File: config.mk
export PLATFORM = sky130hd
export DESIGN_NAME = lpht_probe_ctrl
export DESIGN_NICKNAME = d
export VERILOG_FILES = /design/src/rtl/lpht_pkg.sv /design/src/rtl/lpht_probe_ctrl.sv
export VERILOG_INCLUDE_DIRS = /design/src /design/src/rtl
export SDC_FILE = /design/constraint.sdc
export NUM_CORES = 1
export LEC_CHECK = 0
export BUFFER_PORTS_ARGS = -buffer_cell sky130_fd_sc_hd__buf_2
export CORE_UTILIZATION = 30
export CTS_CLUSTER_SIZE = 20
export DETAILED_ROUTE_END_ITERATION = 6
export PLACE_DENSITY_LB_ADDON = 0.2
export SLEW_MARGIN = 20
export SYNTH_ARGS = -nofsm -noshare
export SYNTH_HDL_FRONTEND = slang
export SYNTH_SLANG_ARGS = --single-unit
File: constraint.sdc
create_clock -name clk -period 5.3 [get_ports clk]
set_clock_uncertainty 0.2 [all_clocks]
set_input_delay 1.59 -clock clk [delete_from_list [all_inputs] [get_ports clk]]
set_output_delay 1.59 -clock clk [all_outputs]
set_load 0.1 [all_outputs]
File: src/rtl/linear_probe_hash_table_unit_assert.svh
// assertion macros for the hash table unit
`ifndef LINEAR_PROBE_HASH_TABLE_UNIT_ASSERT_SVH
`define LINEAR_PROBE_HASH_TABLE_UNIT_ASSERT_SVH

// property checked on every clock edge out of reset
`define LPHT_ASSERT(lbl, prop, msg) \
  lbl: assert property (@(posedge clk) disable iff (!rst_n) prop) else $error(msg);

// condition in one cycle implies a condition in the next
`define LPHT_ASSERT_NEXT(lbl, cond, prop, msg) \
  lbl: assert property (@(posedge clk) disable iff (!rst_n) (cond) |=> (prop)) else $error(msg);

`endif

File: src/rtl/lpht_pkg.sv
package lpht_pkg;

  localparam int unsigned SLOTS = 128;
  localparam int unsigned IDX_W = $clog2(SLOTS);
  localparam int unsigned KEY_W = 31;
  localparam int unsigned VAL_W = 32;

  typedef enum logic [1:0] {
    FN_INSERT = 2'd0,
    FN_SEARCH = 2'd1,
    FN_REMOVE = 2'd2
  } func_t;

  typedef enum logic [2:0] {
    ST_NEW     = 3'd0,
    ST_UPDATED = 3'd1,
    ST_FOUND   = 3'd2,
    ST_MISSING = 3'd3,
    ST_REMOVED = 3'd4,
    ST_FULL    = 3'd5
  } status_t;

  typedef enum logic [1:0] {
    S_IDLE  = 2'd0,
    S_CHECK = 2'd1,
    S_EMIT  = 2'd2
  } state_t;

  typedef struct packed {
    logic             en;
    logic [IDX_W-1:0] addr;
    logic [KEY_W-1:0] key;
    logic [VAL_W-1:0] value;
  } ram_wr_t;

  typedef struct packed {
    logic [KEY_W-1:0] key;
    logic [VAL_W-1:0] value;
  } ram_rd_t;

endpackage

File: src/rtl/lpht_probe_ctrl.sv
module lpht_probe_ctrl (
  input  logic                       clk,
  input  logic                       rst_n,
  input  logic                       in_valid,
  output logic                       in_ready,
  input  lpht_pkg::func_t            in_func,
  input  logic [lpht_pkg::KEY_W-1:0] in_key,
  input  logic [lpht_pkg::VAL_W-1:0] in_value,
  output logic                       out_valid,
  input  logic                       out_ready,
  output lpht_pkg::status_t          out_status,
  output logic                       out_hit,
  output logic [lpht_pkg::VAL_W-1:0] out_value,
  output lpht_pkg::ram_wr_t          ram_wr,
  output logic [lpht_pkg::IDX_W-1:0] ram_rd_addr,
  input  lpht_pkg::ram_rd_t          ram_rd
);
  import lpht_pkg::*;

  state_t           state_r, state_nxt;
  func_t            func_r;
  logic [KEY_W-1:0] key_r;
  logic [VAL_W-1:0] val_r;
  logic [IDX_W-1:0] pos_r;
  logic [IDX_W-1:0] cnt_r;
  logic [SLOTS-1:0] used_r;
  logic             used_q_r;
  status_t          res_status_r;
  logic             res_hit_r;
  logic [VAL_W-1:0] res_val_r;
  logic             out_valid_r;
  status_t          out_status_r;
  logic             out_hit_r;
  logic [VAL_W-1:0] out_val_r;

  logic             accept;
  logic             out_free;
  logic             empty;
  logic             match;
  logic             last;
  logic             stop;
  logic             used_set;
  logic             used_clr;
  status_t          res_status;
  logic             res_hit;
  logic [VAL_W-1:0] res_val;

  assign accept   = in_valid && in_ready;
  assign out_free = !out_valid_r || out_ready;
  assign empty    = !used_q_r;
  assign match    = used_q_r && (ram_rd.key == key_r);
  assign last     = (cnt_r == IDX_W'(SLOTS - 1));

  // home slot is the key modulo the power-of-two table size
  assign ram_rd_addr = (state_r == S_IDLE) ? in_key[IDX_W-1:0] : pos_r + 1'b1;

  always_comb begin
    state_nxt = state_r;
    case (state_r)
      S_IDLE: begin
        if (accept) begin
          state_nxt = S_CHECK;
        end
      end
      S_CHECK: begin
        if (stop) begin
          state_nxt = S_EMIT;
        end
      end
      S_EMIT: begin
        if (out_free) begin
          state_nxt = S_IDLE;
        end
      end
      default: state_nxt = S_IDLE;
    endcase
  end

  always_comb begin
    in_ready   = (state_r == S_IDLE);
    stop       = 1'b0;
    used_set   = 1'b0;
    used_clr   = 1'b0;
    res_status = ST_MISSING;
    res_hit    = 1'b0;
    res_val    = '0;
    ram_wr     = '{en: 1'b0, addr: pos_r, key: key_r, value: val_r};
    if (state_r == S_CHECK) begin
      case (func_r)
        FN_INSERT: begin
          stop = empty || match || last;
          if (match) begin
            ram_wr.en  = 1'b1;
            res_status = ST_UPDATED;
          end else if (empty) begin
            ram_wr.en  = 1'b1;
            used_set   = 1'b1;
            res_status = ST_NEW;
          end else begin
            res_status = ST_FULL;
          end
        end
        FN_SEARCH: begin
          stop = empty || match || last;
          if (match) begin
            res_status = ST_FOUND;
            res_hit    = 1'b1;
            res_val    = ram_rd.value;
          end
        end
        FN_REMOVE: begin
          stop = empty || match || last;
          if (match) begin
            used_clr   = 1'b1;
            res_status = ST_REMOVED;
          end
        end
        default: stop = 1'b1;
      endcase
    end
  end

  always_ff @(posedge clk) begin
    if (!rst_n) begin
      state_r     <= S_IDLE;
      used_r      <= '0;
      out_valid_r <= 1'b0;
    end else begin
      state_r <= state_nxt;
      if (used_set) begin
        used_r[pos_r] <= 1'b1;
      end else if (used_clr) begin
        used_r[pos_r] <= 1'b0;
      end
      if (state_r == S_EMIT && out_free) begin
        out_valid_r <= 1'b1;
      end else if (out_ready) begin
        out_valid_r <= 1'b0;
      end
    end
  end

  always_ff @(posedge clk) begin
    used_q_r <= used_r[ram_rd_addr];
    if (accept) begin
      func_r <= in_func;
      key_r  <= in_key;
      val_r  <= in_value;
      pos_r  <= in_key[IDX_W-1:0];
      cnt_r  <= '0;
    end else if (state_r == S_CHECK && !stop) begin
      pos_r <= pos_r + 1'b1;
      cnt_r <= cnt_r + 1'b1;
    end
    if (state_r == S_CHECK && stop) begin
      res_status_r <= res_status;
      res_hit_r    <= res_hit;
      res_val_r    <= res_val;
    end
    if (state_r == S_EMIT && out_free) begin
      out_status_r <= res_status_r;
      out_hit_r    <= res_hit_r;
      out_val_r    <= res_val_r;
    end
  end

  assign out_valid  = out_valid_r;
  assign out_status = out_status_r;
  assign out_hit    = out_hit_r;
  assign out_value  = out_val_r;

  `include "linear_probe_hash_table_unit_assert.svh"

  `LPHT_ASSERT(a_hit_is_found, out_valid_r |-> (out_hit_r == (out_status_r == ST_FOUND)), "hit without found")
  `LPHT_ASSERT(a_miss_zero, (out_valid_r && !out_hit_r) |-> (out_val_r == '0), "value on a miss")
  `LPHT_ASSERT(a_write_in_check, ram_wr.en |-> (state_r == S_CHECK && stop), "stray table write")
  `LPHT_ASSERT_NEXT(a_accept_probes, accept, state_r == S_CHECK && pos_r == $past(in_key[IDX_W-1:0]), "probe not at home slot")

endmodule
==> flow_summary.json, run 1 <==
{
  "status": "finished, final reports clean",
  "tightestPinTransition_ns": 1.05,
  "finalCriticalPeriod_ns": 5.03,
  "layout_common_cells": "245 x buf_2, 162 x nor2_1, 144 x edfxtp_1",
  "synth_edf_count": 144,
  "die-area_mm2": 0.0408,
  "port_buffers": 247,
  "pre_cts_slack_ns": 0.234,
  "worstPathRequired_ns": 3.51,
  "setup_tns_ns": 0,
  "cp_max_fo": 2,
  "leakage_uw": 0.00550,
  "slew_headroom": 0.296,
  "endpoint_kind": "output pin",
  "r2r_cells": 11,
  "cap_viol_max_count": 0,
  "vias": 10297,
  "clockRootBuffer": "clkbuf_16",
  "ys_ff_latch": 283,
  "yosysTopAreaCell": "edfxtp_1",
  "cp-startpoint": "ram_rd[37]",
  "insertion_delay_ns": 0.56,
  "syn_to_final_growth_pct": 25.1,
  "drtIter0Drc": 818,
  "antenna_found_initial": 0,
  "cts.clk_slew.worst_paths_ns": 0.06,
  "cts.sinks": 283,
  "track_usage": 0.189,
  "drc_errors": 0,
  "finalInstanceArea_mm2": 0.0150,
  "r2r-end": "used_q_r",
  "worstSetupEndpoint": "ram_wr[70]",
  "grt_max_degree": 62,
  "place.detailed.hpwl_um": 25000,
  "ctsResizeCount": 0,
  "synth_nets": 1311,
  "ant_nets": 0,
  "avgSynthCellArea_um2": 10.2,
  "pwr_density_cell_mw_per_mm2": 412,
  "wl_per_cell_um": 20.2,
  "setup_ws_ns": 0.266,
  "crit_arrival_ns": 3.24,
  "finalWirelength_um": 39600,
  "io_pins": 248,
  "hold_violations": 0,
  "htree_levels": 1,
  "cts_buffers": 31,
  "gp_congestion": 0.844,
  "grt_pass1_wl_um": 59800,
  "core_area_mm2": 0.0391,
  "critPathLaunchType": "primary input",
  "final_common_cell": "buf_2",
  "hold_buffers": 0,
  "ys.flop_type": "edfxtp_1",
  "fp.dieH_um": 202,
  "initial_core_util": 0.307,
  "ys_warn_count": 0,
  "synth.cell_area_mm2": 0.0120,
  "yosysSeqAreaShare": 0.592,
  "fin_nets": 1546,
  "fmax_mhz": 199,
  "synth_cell_types": 59,
  "rsz0062_at_grt": "false",
  "drt-vias-per-instance": 5.27,
  "drtPass1Iterations": 7,
  "period_share": 0.950,
  "postCtsSetupBuffers": 0,
  "syn_inst": 1177,
  "fin_total_pwr_uw": 6190,
  "async_flop_share": 0,
  "peakVddDrop_v": 0.000203,
  "grt_overflow_total": 0,
  "critPathKind": "in2out",
  "rows": 72,
  "cts_tree": "done",
  "clk_path_buf_depth": 3,
  "drive_gt1_frac": 0.250,
  "grt_pass1_vias": 9686,
  "antennaDiodeCount": 0,
  "netlist.area_leader.share": 0.360,
  "r2r_slack_ns": 1.76,
  "drv_slew": 0,
  "setup_violations": 0,
  "regToRegStartpoint": "pos_r[1]",
  "synth_area_leaders": "edfxtp_1 36%, dfxtp_1 23%, a31oi_1 7.0%, o21ai_0 5.6%, nor2_1 5.1%",
  "place_area_mm2": 0.0139,
  "fp.dieW_um": 202,
  "hold_path.class": "reg2reg"
}
==> through the flow <==
stage | hold slack [ns] | std cells | utilization
after floorplan | 0.200 | 1177 | -
after global placement | 0.201 | 1897 | 0.357
after detailed placement | 0.205 | 1897 | 0.357
after CTS | 0.218 | 1954 | 0.384
after global routing | 0.224 | 1954 | 0.384
final | 0.218 | 1954 | 0.384
==> routing by layer <==
layer / routed length (um) / global-route usage / up-vias
met4: 760 / 0.0460 / 0
met3: 3190 / 0.0321 / 58
li1: - / - / 4790
met1: 17500 / 0.262 / 5005
met2: 18100 / 0.304 / 444
met5: 0 / 0 / -
==> cell type report <==
cell class | instances | area, um2
repair buffers | 285 | 1590
flip-flops and latches | 283 | 7110
multi-input cells | 802 | 4560
well taps | 518 | 648
clock buffers | 36 | 815
clock inverters | 21 | 262
inverters | 9 | 33.8
fillers | 3936 | 24100
==> worst min path at each step <==
stage | slack (ns) | cells past startpoint | from | endpoint
floorplan | 0.20 | 0 | res_hit_r | out_hit
global placement | 0.20 | 0 | res_val_r[25] | out_value[25]
detailed placement | 0.20 | 0 | res_val_r[12] | out_value[12]
CTS | 0.22 | 0 | res_val_r[6] | out_value[6]
global route | 0.22 | 0 | res_val_r[1] | out_value[1]
finish | 0.22 | 0 | res_val_r[20] | out_value[20]
==> cell usage after synthesis, drive strengths merged (20+ instances only) <==
master and n:
nor2 163, nand2 94, a31oi 134, o21ai 138, clkbuf 53, xor2 38
dfxtp 139, edfxtp 144, nand3 27, nor3 20, and2 38, a21oi 22
buf 30
==> kinds of logic after synthesis <==
kind of cell	after synthesis	synth area share
AND/OR/NAND/NOR	412	0.161
flip-flops	283	0.592
multiplexers	12	0.0173
adder cells (fa/ha/maj)	2	0.00208
buffers and inverters	92	0.0325
AO/OA/AOI/OAI	334	0.165
XOR/XNOR	42	0.0306
==> where the power goes <==
group / internal, uW / switching (uW)
clock: 1380 / 895
combinational: 268 / 1120
sequential: 2440 / 78.4
==> critical path, stage by stage <==
cell and delay (ns):
buf_2 0.10, xor2_1 0.13, nor4_1 0.39, nand4_1 0.31
nor2_2 0.18, nor2b_1 0.11, nor3_4 0.22, buf_12 0.20
No activity file was read; power rests on OpenSTA's default activity.
==> run 2, diff against run 1 <==
--- a/config.mk
+++ b/config.mk
@@ -6,6 +6,7 @@
 export SDC_FILE = /design/constraint.sdc
 export NUM_CORES = 1
 export LEC_CHECK = 0
+export ABC_AREA = 1
 export BUFFER_PORTS_ARGS = -buffer_cell sky130_fd_sc_hd__buf_2
 export CORE_UTILIZATION = 30
 export CTS_CLUSTER_SIZE = 20
==> flow_summary.json, run 2 <==
{
  "layout_common_cells": "473 x nand2_1, 266 x nand3_1, 246 x buf_2",
  "gp_congestion": 0.824,
  "synth_cell_types": 34,
  "clk_path_buf_depth": 3,
  "cap_viol_max_count": 0,
  "finalCriticalPeriod_ns": 4.77,
  "drt-vias-per-instance": 4.74,
  "synth_area_leaders": "edfxtp_1 32%, dfxtp_1 21%, nand2_1 13%, nand3_1 9.9%, inv_1 5.6%",
  "port_buffers": 247,
  "grt_pass1_wl_um": 63400,
  "peakVddDrop_v": 0.000238,
  "ys.flop_type": "edfxtp_1",
  "ant_nets": 0,
  "slew_headroom": 0.229,
  "endpoint_kind": "output pin",
  "cp_slowest_stage_delay_ns": 0.60,
  "core_area_mm2": 0.0442,
  "netlist.area_leader.share": 0.322,
  "ctsResizeCount": 0,
  "critPathKind": "reg2out",
  "wl_per_cell_um": 16.7,
  "path_common_cell": "nand2_1",
  "rsz0062_at_grt": "false",
  "drtIter0Drc": 910,
  "clockRootBuffer": "clkbuf_16",
  "vias": 12181,
  "fin_total_pwr_uw": 6350,
  "ys_warn_count": 0,
  "die-area_mm2": 0.0457,
  "cts.sinks": 283,
  "worstPathRequired_ns": 3.51,
  "crit_arrival_ns": 2.98,
  "drive_gt1_frac": 0.180,
  "setup_tns_ns": 0,
  "grt_max_degree": 73,
  "critPathLaunchType": "flop",
  "cts_buffers": 35,
  "synth.cell_area_mm2": 0.0134,
  "ys_top_cells_by_count": "476 x nand2_1, 266 x nand3_1, 199 x inv_1",
  "leakage_uw": 0.00617,
  "syn_to_final_growth_pct": 22.2,
  "fin_nets": 2086,
  "fp.dieH_um": 214,
  "setup_violations": 0,
  "async_flop_share": 0,
  "grt_pass1_vias": 10915,
  "cts_tree": "done",
  "ys_ff_latch": 283,
  "avgSynthCellArea_um2": 7.77,
  "status": "finished, final reports clean",
  "cp_max_fo": 18,
  "slowest_stage": "nand3_2",
  "drv_slew": 0,
  "postCtsSetupBuffers": 0,
  "tightestPinTransition_ns": 1.15,
  "insertion_delay_ns": 0.54,
  "track_usage": 0.183,
  "yosysSeqAreaShare": 0.528,
  "hold_buffers": 0,
  "place.detailed.hpwl_um": 27800,
  "num-fill-cells": 4526,
  "rows": 77,
  "fp.dieW_um": 214,
  "fmax_mhz": 210,
  "cts.clk_slew.worst_paths_ns": 0.06,
  "drc_errors": 0,
  "hold_path.class": "reg2reg",
  "yosysTopAreaCell": "edfxtp_1",
  "finalWirelength_um": 42900,
  "grt_overflow_total": 0,
  "syn_inst": 1731,
  "synth_nets": 1865,
  "hold_violations": 0,
  "antenna_found_initial": 5,
  "final_common_cell": "nand2_1",
  "initial_core_util": 0.304,
  "htree_levels": 2,
  "io_pins": 248,
  "pwr_density_cell_mw_per_mm2": 386,
  "period_share": 0.900,
  "drtPass1Iterations": 6,
  "synth.most_common_cell": "nand2_1",
  "synth_edf_count": 144,
  "path_cells": "nand3_2, nor2_1, xor2_1, nand2_1, nand2_1, buf_2"
}
-- run 2: critical path, delay by kind of cell (launching register included) --
kind | cells | cell delay, ns
DFF | 1 | 0.53
xor gates and xnor gates | 1 | 0.20
and+or+nand+nor | 4 | 1.17
buffers and inverters | 1 | 0.51
-- run 2: power breakdown --
part	switching, uW	leakage [uW]	total [uW]	internal, uW
Clock	947	0.000557	2340	1390
Sequential	70.0	0.00246	2490	2420
Combinational	1230	0.00315	1520	286
Total	2250	0.00617	6350	4100
-- run 2: path summary, 6_finish.rpt --
kind / start / endpoint / slack (ns) / cells past startpoint
worst max-delay path: pos_r[2] / ram_rd_addr[5] / 0.53 / 6
worst min-delay path: res_val_r[14] / out_value[14] / 0.22 / 0
worst min register to register: res_val_r[14] / out_value[14] / 0.22 / 0
worst max register to register: state_r[0] / flop / 1.88 / 11
-- run 2: logic make-up (layout without fill, tap and decap cells) --
family	Yosys count	after routing	share of synthesized area
buffers and inverters	299	547	0.0914
other	0	1	0
XOR/XNOR	25	25	0.0163
AO/OA/AOI/OAI	159	159	0.0610
AND/OR/NAND/NOR	963	963	0.301
flip-flops	283	283	0.528
adder cells (fa/ha/maj)	2	2	0.00186
-- run 2: layer usage --
layer,track usage,part of all wire
met5,0,0.00093
met1,0.246,0.45
met3,0.0353,0.081
met2,0.297,0.45
met4,0.0544,0.017
-- run 2: area by class of cell --
cell class	count	area, um2	area share
repair buffers	275	1540	0.0935
clock buffers	53	1020	0.0624
multi-input cells	1149	5140	0.313
diodes	1	2.50	0.000152
flip-flops and latches	283	7110	0.432
well taps	592	741	0.0451
inverters	208	782	0.0476
clock inverters	11	95.1	0.00579
-- run 2: per-stage QoR --
step	hold WS (ns)	area (um2)	std cells	setup WS [ns]	utilization
2_1_floorplan	0.200	13500	1731	0.358	-
4_1_cts	0.219	16400	2571	0.451	0.372
5_1_grt	0.224	16400	2572	0.386	0.372
3_3_place_gp	0.200	15300	2507	0.458	0.346
3_5_place_dp	0.205	15300	2507	0.459	0.346
6_report	0.216	16400	2572	0.530	0.372
